## config.mk

```make
export PLATFORM = sky130hd
export DESIGN_NAME = light_gun_hit_detector
export DESIGN_NICKNAME = d
export VERILOG_FILES = /design/src/hw/rtl/lghd_pkg.sv /design/src/hw/rtl/lghd_hit_unit.sv /design/src/hw/rtl/light_gun_hit_detector.sv
export SDC_FILE = /design/constraint.sdc
export NUM_CORES = 1
export LEC_CHECK = 0
export BUFFER_PORTS_ARGS = -buffer_cell sky130_fd_sc_hd__clkbuf_2
export CORE_MARGIN = 2
export CORE_UTILIZATION = 50
export CTS_CLUSTER_DIAMETER = 50
export DETAILED_ROUTE_END_ITERATION = 7
export PLACE_DENSITY = 0.74
export SETUP_SLACK_MARGIN = 0.4
export SYNTH_ARGS = -nofsm -noshare
export SYNTH_HDL_FRONTEND = slang
export SYNTH_HIERARCHICAL = 1
export SYNTH_SLANG_ARGS = --single-unit
```

## constraint.sdc

```tcl
create_clock -name clk_i -period 12.9 [get_ports clk_i]
set_input_delay 0.645 -clock clk_i [delete_from_list [all_inputs] [get_ports clk_i]]
set_output_delay 0.645 -clock clk_i [all_outputs]
set_load 0.01 [all_outputs]
```

## src/hw/rtl/lghd_pkg.sv

```systemverilog
`timescale 1ns / 1ps

package lghd_pkg;

  typedef enum logic [2:0] {
    ACT_PIXEL   = 3'd0,
    ACT_SEGMENT = 3'd1,
    ACT_FRAME   = 3'd2,
    ACT_STROBE  = 3'd3,
    ACT_READ    = 3'd4
  } action_e;

  typedef enum logic [1:0] {
    CFG_SERIAL_MODE = 2'd0,
    CFG_PAL_TIMING  = 2'd1,
    CFG_BRIGHT_MASK = 2'd2
  } cfg_idx_e;

  localparam int unsigned CFG_IDX_W  = 2;
  localparam int unsigned CFG_DATA_W = 64;

  localparam int unsigned TIME_W = 48;
  localparam int unsigned TS_W   = 32;

  // master clock sum shifted down by 16, left to divide by 3
  localparam int unsigned TDIV_W = TS_W - 3;
  localparam logic [31:0] DIV3_MUL = 32'hAAAA_AAAB;
  localparam int unsigned DIV3_SHIFT = 33;
  localparam int unsigned PROD_W = TDIV_W + 32;

  localparam logic [3:0] SER_IDX_ID    = 4'd4;
  localparam logic [3:0] SER_IDX_LIGHT = 4'd6;
  localparam logic [3:0] SER_IDX_TRIG  = 4'd7;
  localparam logic [3:0] SER_IDX_LAST  = 4'd15;

  localparam int unsigned RD_TRIG_BIT    = 4;
  localparam int unsigned RD_NOLIGHT_BIT = 3;

  localparam logic [7:0] SPR_TRANSP = 8'h80;
  localparam logic [7:0] SPR_BEHIND = 8'h40;
  localparam logic [7:0] BG_OPAQUE  = 8'h40;
  localparam logic [5:0] COLOR_MASK = 6'd63;

  typedef struct packed {
    logic              hit;
    logic [TIME_W-1:0] stamp;
  } hit_t;

endpackage

```

## src/hw/rtl/lghd_hit_unit.sv

```systemverilog
`timescale 1ns / 1ps

module lghd_hit_unit #(
  parameter int unsigned AIM_RADIUS = 4
) (
  input  logic [7:0]                   pixel_x_i,
  input  logic [8:0]                   line_number_i,
  input  logic [7:0]                   bg_pixel_i,
  input  logic [7:0]                   spr_pixel_i,
  input  logic                         spr_present_i,
  input  logic [lghd_pkg::TDIV_W-1:0]  tdiv_i,
  input  logic [lghd_pkg::TIME_W-1:0]  time_base_i,
  input  logic [7:0]                   aim_x_i,
  input  logic [7:0]                   aim_y_i,
  input  logic [63:0]                  bright_mask_i,
  output lghd_pkg::hit_t               hit_o
);

  logic [9:0]                    line_w;
  logic [9:0]                    ay_w;
  logic [9:0]                    x_w;
  logic [9:0]                    ax_w;
  logic [9:0]                    rad_w;
  logic                          in_window;
  logic                          spr_wins;
  logic [7:0]                    color_raw;
  logic [5:0]                    color;
  logic [lghd_pkg::PROD_W-1:0]   prod;
  logic [lghd_pkg::TIME_W-1:0]   quot;

  always_comb begin
    line_w = {1'b0, line_number_i};
    ay_w   = {2'b00, aim_y_i};
    x_w    = {2'b00, pixel_x_i};
    ax_w   = {2'b00, aim_x_i};
    rad_w  = 10'(AIM_RADIUS);
    in_window = (line_w + rad_w >= ay_w) && (line_w <= ay_w + rad_w) &&
                (x_w + rad_w >= ax_w) && (x_w <= ax_w + rad_w);

    spr_wins = spr_present_i && ((spr_pixel_i & lghd_pkg::SPR_TRANSP) == 8'd0) &&
               (((spr_pixel_i & lghd_pkg::SPR_BEHIND) == 8'd0) ||
                ((bg_pixel_i & lghd_pkg::BG_OPAQUE) != 8'd0));
    color_raw = spr_wins ? spr_pixel_i : bg_pixel_i;
    color     = color_raw[5:0] & lghd_pkg::COLOR_MASK;

    // divide by 3 through reciprocal multiply
    prod = lghd_pkg::PROD_W'(tdiv_i) * lghd_pkg::PROD_W'(lghd_pkg::DIV3_MUL);
    quot = lghd_pkg::TIME_W'(prod >> lghd_pkg::DIV3_SHIFT);

    hit_o.hit   = in_window && bright_mask_i[color];
    hit_o.stamp = time_base_i + quot;
  end

endmodule

```

## src/hw/rtl/light_gun_hit_detector.sv

```systemverilog
`timescale 1ns / 1ps

// Light-gun input port. Takes one request per clock unless stalled and
// answers read requests with read_data_o via the input register and the
// result register; other requests only update state. Throughput is one
// request per cycle unless stalled, set by a single processing stage between
// the input and result registers, where the hit time divide-by-3 multiply
// and the 48-bit time add sit. Input stalls only while a read waits behind an
// unaccepted result. Configuration writes take effect on the next request.
module light_gun_hit_detector #(
  parameter int unsigned AIM_RADIUS   = 4,
  parameter int unsigned HOLD_FRAMES  = 5,
  parameter int unsigned LIGHT_WINDOW = 100
) (
  input  logic                             clk_i,
  input  logic                             rst_ni,
  input  logic                             cfg_we_i,
  input  logic [lghd_pkg::CFG_IDX_W-1:0]   cfg_idx_i,
  input  logic [lghd_pkg::CFG_DATA_W-1:0]  cfg_data_i,
  input  logic                             in_valid_i,
  output logic                             in_stall_o,
  input  logic [2:0]                       action_i,
  input  logic [7:0]                       pixel_x_i,
  input  logic [8:0]                       line_number_i,
  input  logic [7:0]                       bg_pixel_i,
  input  logic [7:0]                       spr_pixel_i,
  input  logic                             spr_present_i,
  input  logic [31:0]                      line_timestamp_i,
  input  logic [47:0]                      time_base_i,
  input  logic [47:0]                      current_time_i,
  input  logic [7:0]                       aim_x_i,
  input  logic [7:0]                       aim_y_i,
  input  logic [1:0]                       buttons_i,
  output logic                             out_valid_o,
  input  logic                             out_stall_i,
  output logic [4:0]                       read_data_o
);

  logic                            serial_mode_q;
  logic                            pal_timing_q;
  logic [63:0]                     bright_mask_q;

  logic                            s1_valid_q;
  logic [2:0]                      act_q;
  logic [7:0]                      px_q;
  logic [8:0]                      line_q;
  logic [7:0]                      bg_q;
  logic [7:0]                      spr_q;
  logic                            sprp_q;
  logic [lghd_pkg::TDIV_W-1:0]     tdiv_q;
  logic [47:0]                     tbase_q;
  logic [47:0]                     now_q;
  logic [7:0]                      in_ax_q;
  logic [7:0]                      in_ay_q;
  logic [1:0]                      in_btn_q;

  logic [7:0]                      aim_x_q;
  logic [7:0]                      aim_y_q;
  logic [1:0]                      button_q;
  logic [2:0]                      hold_q;
  logic [2:0]                      hold_d;
  logic [3:0]                      ser_idx_q;
  logic [47:0]                     hit_time_q;
  logic                            seg_hit_q;

  logic                            out_valid_q;
  logic [4:0]                      rd_q;
  logic [4:0]                      rd_d;

  logic                            in_acc;
  logic                            s1_read;
  logic                            s1_go;
  logic [8:0]                      px16;
  logic [32:0]                     clk_sum;
  logic                            light_seen;
  lghd_pkg::hit_t                  hit;

  assign s1_read    = (act_q == lghd_pkg::ACT_READ);
  assign s1_go      = s1_valid_q && !(s1_read && out_valid_q && out_stall_i);
  assign in_stall_o = s1_valid_q && !s1_go;
  assign in_acc     = in_valid_i && !in_stall_o;

  // master clock position of the pixel, pre-divided by 16
  always_comb begin
    px16    = {1'b0, pixel_x_i} + 9'd16;
    clk_sum = {1'b0, line_timestamp_i} + {20'd0, px16, 4'd0} -
              (pal_timing_q ? {24'd0, px16} : 33'd0);
  end

  lghd_hit_unit #(
    .AIM_RADIUS(AIM_RADIUS)
  ) u_hit (
    .pixel_x_i     (px_q),
    .line_number_i (line_q),
    .bg_pixel_i    (bg_q),
    .spr_pixel_i   (spr_q),
    .spr_present_i (sprp_q),
    .tdiv_i        (tdiv_q),
    .time_base_i   (tbase_q),
    .aim_x_i       (aim_x_q),
    .aim_y_i       (aim_y_q),
    .bright_mask_i (bright_mask_q),
    .hit_o         (hit)
  );

  always_comb begin
    light_seen = ({1'b0, hit_time_q} + 49'(LIGHT_WINDOW) >= {1'b0, now_q}) &&
                 !button_q[1];
    hold_d = (hold_q != 3'd0) ? hold_q - 3'd1 : hold_q;
    if ((in_btn_q != 2'd0) && (button_q == 2'd0)) begin
      hold_d = 3'(HOLD_FRAMES);
    end
    rd_d = 5'd0;
    if (serial_mode_q) begin
      if (ser_idx_q == lghd_pkg::SER_IDX_ID) begin
        rd_d[0] = 1'b1;
      end else if (ser_idx_q == lghd_pkg::SER_IDX_LIGHT) begin
        rd_d[0] = light_seen;
      end else if (ser_idx_q == lghd_pkg::SER_IDX_TRIG) begin
        rd_d[0] = (hold_q != 3'd0);
      end
    end else begin
      rd_d[lghd_pkg::RD_TRIG_BIT]    = (hold_q != 3'd0);
      rd_d[lghd_pkg::RD_NOLIGHT_BIT] = !light_seen;
    end
  end

  always_ff @(posedge clk_i or negedge rst_ni) begin
    if (!rst_ni) begin
      serial_mode_q <= 1'b0;
      pal_timing_q  <= 1'b0;
      bright_mask_q <= 64'd0;
    end else if (cfg_we_i) begin
      unique case (cfg_idx_i)
        lghd_pkg::CFG_SERIAL_MODE: serial_mode_q <= cfg_data_i[0];
        lghd_pkg::CFG_PAL_TIMING:  pal_timing_q  <= cfg_data_i[0];
        lghd_pkg::CFG_BRIGHT_MASK: bright_mask_q <= cfg_data_i;
        default: ;
      endcase
    end
  end

  // input register
  always_ff @(posedge clk_i or negedge rst_ni) begin
    if (!rst_ni) begin
      s1_valid_q <= 1'b0;
    end else if (in_acc) begin
      s1_valid_q <= 1'b1;
    end else if (s1_go) begin
      s1_valid_q <= 1'b0;
    end
  end

  always_ff @(posedge clk_i) begin
    if (in_acc) begin
      act_q    <= action_i;
      px_q     <= pixel_x_i;
      line_q   <= line_number_i;
      bg_q     <= bg_pixel_i;
      spr_q    <= spr_pixel_i;
      sprp_q   <= spr_present_i;
      tdiv_q   <= clk_sum[32:4];
      tbase_q  <= time_base_i;
      now_q    <= current_time_i;
      in_ax_q  <= aim_x_i;
      in_ay_q  <= aim_y_i;
      in_btn_q <= buttons_i;
    end
  end

  // port state
  always_ff @(posedge clk_i or negedge rst_ni) begin
    if (!rst_ni) begin
      aim_x_q    <= 8'd0;
      aim_y_q    <= 8'd0;
      button_q   <= 2'd0;
      hold_q     <= 3'd0;
      ser_idx_q  <= 4'd0;
      hit_time_q <= 48'd0;
      seg_hit_q  <= 1'b0;
    end else if (s1_go) begin
      unique case (act_q)
        lghd_pkg::ACT_PIXEL: begin
          if (!seg_hit_q && hit.hit) begin
            hit_time_q <= hit.stamp;
            seg_hit_q  <= 1'b1;
          end
        end
        lghd_pkg::ACT_SEGMENT: seg_hit_q <= 1'b0;
        lghd_pkg::ACT_FRAME: begin
          hold_q   <= hold_d;
          aim_x_q  <= in_ax_q;
          aim_y_q  <= in_ay_q;
          button_q <= in_btn_q;
        end
        lghd_pkg::ACT_STROBE: ser_idx_q <= 4'd0;
        lghd_pkg::ACT_READ: begin
          if (serial_mode_q && (ser_idx_q != lghd_pkg::SER_IDX_LAST)) begin
            ser_idx_q <= ser_idx_q + 4'd1;
          end
        end
        default: ;
      endcase
    end
  end

  // result register
  always_ff @(posedge clk_i or negedge rst_ni) begin
    if (!rst_ni) begin
      out_valid_q <= 1'b0;
    end else if (s1_go && s1_read) begin
      out_valid_q <= 1'b1;
    end else if (!out_stall_i) begin
      out_valid_q <= 1'b0;
    end
  end

  always_ff @(posedge clk_i) begin
    if (s1_go && s1_read) begin
      rd_q <= rd_d;
    end
  end

  assign out_valid_o = out_valid_q;
  assign read_data_o = rd_q;

endmodule

```

======== After elaboration in Yosys (flattened, before gate mapping) ========
Cells that the tools add are included.
cells by class
  add/subtract/negate cells ............... 11
  multiply operators ...................... 1
  $lt $le $gt $ge ......................... 6
  eq/ne operators ......................... 13
  multiplexer cells ....................... 17
  reductions and logical operators ........ 42
operators with widths
  operator                                             number
  multiplier 29 x 32 -> 61 bit, second input constant  1
  adder 48 x 7 -> 49 bit, second input constant        1
  greater-or-equal comparator 49 x 48 -> 1 bit         1
  adder 48 x 28 -> 48 bit                              1
  adder 32 x 13 -> 33 bit                              1
  subtractor 33 x 9 -> 33 bit                          1
  adder 8 x 3 -> 9 bit, second input constant          3
  greater-or-equal comparator 10 x 8 -> 1 bit          2
  logical AND 1 bit                                    16
  logical NOT 8 bit                                    2
  == test 4 x 3 -> 1 bit, second input constant        3
  AND reduction 3 bit                                  4
  adder 9 x 3 -> 10 bit, second input constant         1
  less-or-equal comparator 8 x 10 -> 1 bit             1
  less-or-equal comparator 9 x 10 -> 1 bit             1
  nonzero test 2 bit                                   5
  adder 8 x 5 -> 9 bit, second input constant          1
  2-to-1 mux 1 bit                                     9
  2-to-1 mux 9 bit                                     1
  case mux 4 bit (2 select lines)                      1
  AND reduction 2 bit                                  4
  < comparator 6 x 7 -> 1 bit, second input constant   1
  binary-select mux 1 bit (select 6 bit)               1
  == test 3 x 2 -> 1 bit, second input constant        2
  other kinds (18)                                     26
word-level totals
  bits in registers ....................... 324
  bits of input ports ..................... 254
  output and inout port bits .............. 7

======== Depth between registers and ports, before layout ========
  word-level depth ........................ 10
  mapped depth ............................ 40
  mapped depth without buffers ............ 39

======== Cells and area by module ========
Netlist, hierarchy kept.
by module, submodules not included
  module                  instances  cells each  area each (µm²)  sequential area each (µm²)
  light_gun_hit_detector  1          1085        14781.7          9048.7
  lghd_hit_unit           1          1530        14136.1          0.0

======== Worst setup path before layout ========
No wires, ideal clock.
  path kind ............................... input port to flip-flop
  start ................................... input port out_stall_i
  end ..................................... register act_q[0], enable pin
  setup time .............................. 744 ps
  arrival ................................. 8773 ps
  data required time ...................... 12156 ps
  slack ................................... 3384 ps
  stages .................................. 3
  path buffers ............................ 0
  path through ............................ nand2_1 -> nor2_1 -> nor2b_1
on the way
  cells in the longest elaborated chain, start to end .. 7
RTL lines
  what                  line                           source
  start, declared       light_gun_hit_detector.sv:35   input logic out_stall_i,
  logical AND 1 bit     light_gun_hit_detector.sv:79   assign s1_go = s1_valid_q && !(s1_read && out_valid_q && out_stall_i);
  logical NOT 1 bit     light_gun_hit_detector.sv:79
  logical AND 1 bit     light_gun_hit_detector.sv:79
  logical NOT 1 bit     light_gun_hit_detector.sv:80   assign in_stall_o = s1_valid_q && !s1_go;
  logical AND 1 bit     light_gun_hit_detector.sv:80
  named net in_stall_o  light_gun_hit_detector.sv:21   output logic in_stall_o,
  logical NOT 1 bit     light_gun_hit_detector.sv:81   assign in_acc = in_valid_i && !in_stall_o;
  logical AND 1 bit     light_gun_hit_detector.sv:81
  named net in_acc      light_gun_hit_detector.sv:70   logic in_acc;
  end signal, assigned  light_gun_hit_detector.sv:156  act_q <= action_i;
  end, declared         light_gun_hit_detector.sv:44   logic [2:0] act_q;
The timed path passes the listed nets, and every way through them passes these cells.
A chain may end at the register's enable or synchronous reset.

==> qor.txt <==
Reg clk slew, reported paths -> 0.05 ns
Rows -> 88
Critical Path RT -> 13.34 ns
Setup CP Type -> reg2reg
Reg2reg start -> tdiv_q[16]
Vias -> 20179
Grt peak-use layer -> met2
CP max stage delay -> 1.03 ns
Max cap viols -> 0
Core area -> 57370 µm²
Grt ovf -> 0
Worst path slowest cell -> o41ai_1
Placed Area -> 31070 µm²
Starting Density -> 50.36%
CP max FO -> 11
Pre-antenna DRT Iters -> 5
Worst r2r path cells -> 39
DRC violations left -> 0
Vias/cell -> 5.473
Nets@finish -> 3802
TNS Setup -> 0 ns
RSZ-0062 raised after global routing -> false
Initial antenna violation count -> 2
Final wirelength -> 64010 µm
Met3 global-route usage -> 3.962%
Clock Skew -> 0.03249 ns
Hold_buf cts -> 0
CP Capture Type -> register
Rel. slew slack -> 22.75%
Worst path bufs/invs -> 5
Post-CTS Repair Setup Buffers -> 0
Cells after Synth -> 2614
First-pass GRT wire length -> 105400 µm
RR Endpoint -> hit_time_q[43]
Layout area overhead -> 12.29%
DP HPWL -> 51830 µm
Delay-heaviest family, CP -> adder cells
Die width -> 244.4 µm
Ys Warns -> 6
Antenna diodes -> 0
Die area -> 59710 µm²
Die H -> 244.4 µm
Largest net degree at the start of global routing -> 89
PortBufs -> 257
Placer Congestion -> 0.9239
Syn Area/Cell -> 11.05 µm²
Fmax -> 90.20 MHz
Met2 usage in global routing -> 37.14%
Final setup fails -> 0
Clock buffer count from CTS -> 40
CP Launch Type -> register
Setup slack, reg-to-reg -> 1.81 ns
I/O pins -> 261
Sink Count -> 324
M1 GR Usage -> 29.29%
Status -> finished clean
Detail Route Antenna Nets -> 0
CP arrival -> 11.53 ns
H-tree Lvls -> 2
TritonCTS clock tree -> built
Root Driver -> clkbuf_16
Final Hold Violating Endpoints -> 0
Gr usage total -> 21.88%
Final instance area -> 32440 µm²
CTS Buffer Depth -> 3
Hold Crit Class -> in2async
DR WL/cell -> 17.36 µm
Clock latency on the worst-skew pair -> 0.58 ns
Starting DRT DRC Count -> 1013
Number of global-route vias before repair -> 21179
Mapped Area -> 28890 µm²
Share of cells above drive strength 1 -> 17.39%
Worst-margin pin slew -> 1.159 ns
Max-slew violations -> 0
# resized after CTS -> 0
Fin crit period -> 11.09 ns
Tcrit/Tclk final -> 85.94%
through the flow:
step                      setup slack, ns  utilization (%)  hold WS, ns  instances
after floorplan                     3.430                -       0.3494       2615
after CTS                           1.914            56.55       0.1049       3687
after global routing                1.293            56.55       0.1350       3687
final                               1.813            56.55       0.1029       3687
after global placement              2.109            54.16       0.4569       3613
after detailed placement            1.953            54.16       0.4656       3613
routing by layer:
| layer | routed length [µm] | vias to the layer above |
|---|---|---|
| met3 | 3785 | 87 |
| met4 | 1173 | 4 |
| met2 | 31040 | 510 |
| met5 | 34 | - |
| met1 | 27970 | 9941 |
| li1 | - | 9637 |
flip-flops by register name, summed over array words and instances, names as in the netlist, 9 cells and up:
signal	count
bright_mask_q	64
hit_time_q	48
line_q	9
now_q	48
tbase_q	48
tdiv_q	29
cell usage in the layout (no fill, tap or decap), types with 15 or more instances in the layout:
master and instances:
ha_1 448, inv_1 390, clkbuf_2 256, fa_1 210, edfxtp_1 182, mux2_2 142
dfrtp_1 142, nand2_1 127, xnor2_1 123, a21oi_1 111, nor2_1 94, a21o_1 94
nand3_1 73, xor2_1 62, o21ai_0 59, clkbuf_16 40, nand4_1 35, nor3_1 23
nor2b_1 19, and3_1 18, o21a_1 15, o211ai_1 15, a211oi_1 15, nand2b_1 15
mux2i_1 15
worst register-to-register path: cells and delay by family (launching register included):
| kind | cells | cell delay (ns) |
|---|---|---|
| adders and majority gates | 10 | 4.43 |
| and+or+nand+nor | 13 | 2.49 |
| AOI/OAI and AO/OA | 6 | 1.89 |
| xor gates and xnor gates | 4 | 0.89 |
| DFF | 1 | 0.52 |
| buffers and inverters | 5 | 0.46 |
| muxes | 1 | 0.25 |
area by class of cell:
type                       instances  area [µm²]
fill                            4760       24930
clock buffer                      49        1045
timing repair buffer             263        1338
tap                              765       957.2
clock inverter                    25       325.3
multi-input combinational       1871       18290
inverter                         390        1464
sequential                       324        9019
worst max-delay path by stage:
stage,start,endpoint,slack [ns],cells past startpoint
4_1_cts,tdiv_q[16],hit_time_q[43],1.91,36
3_5_place_dp,tdiv_q[16],hit_time_q[43],1.95,39
2_1_floorplan,out_stall_i,act_q[0],3.43,3
3_3_place_gp,tdiv_q[16],hit_time_q[41],2.11,36
5_1_grt,tdiv_q[19],hit_time_q[43],1.29,39
6_report,tdiv_q[16],hit_time_q[43],1.81,39
Power is left out: the tool's default activity adds up to more than one toggle a clock period on the data nets, which glitch-free logic cannot reach.
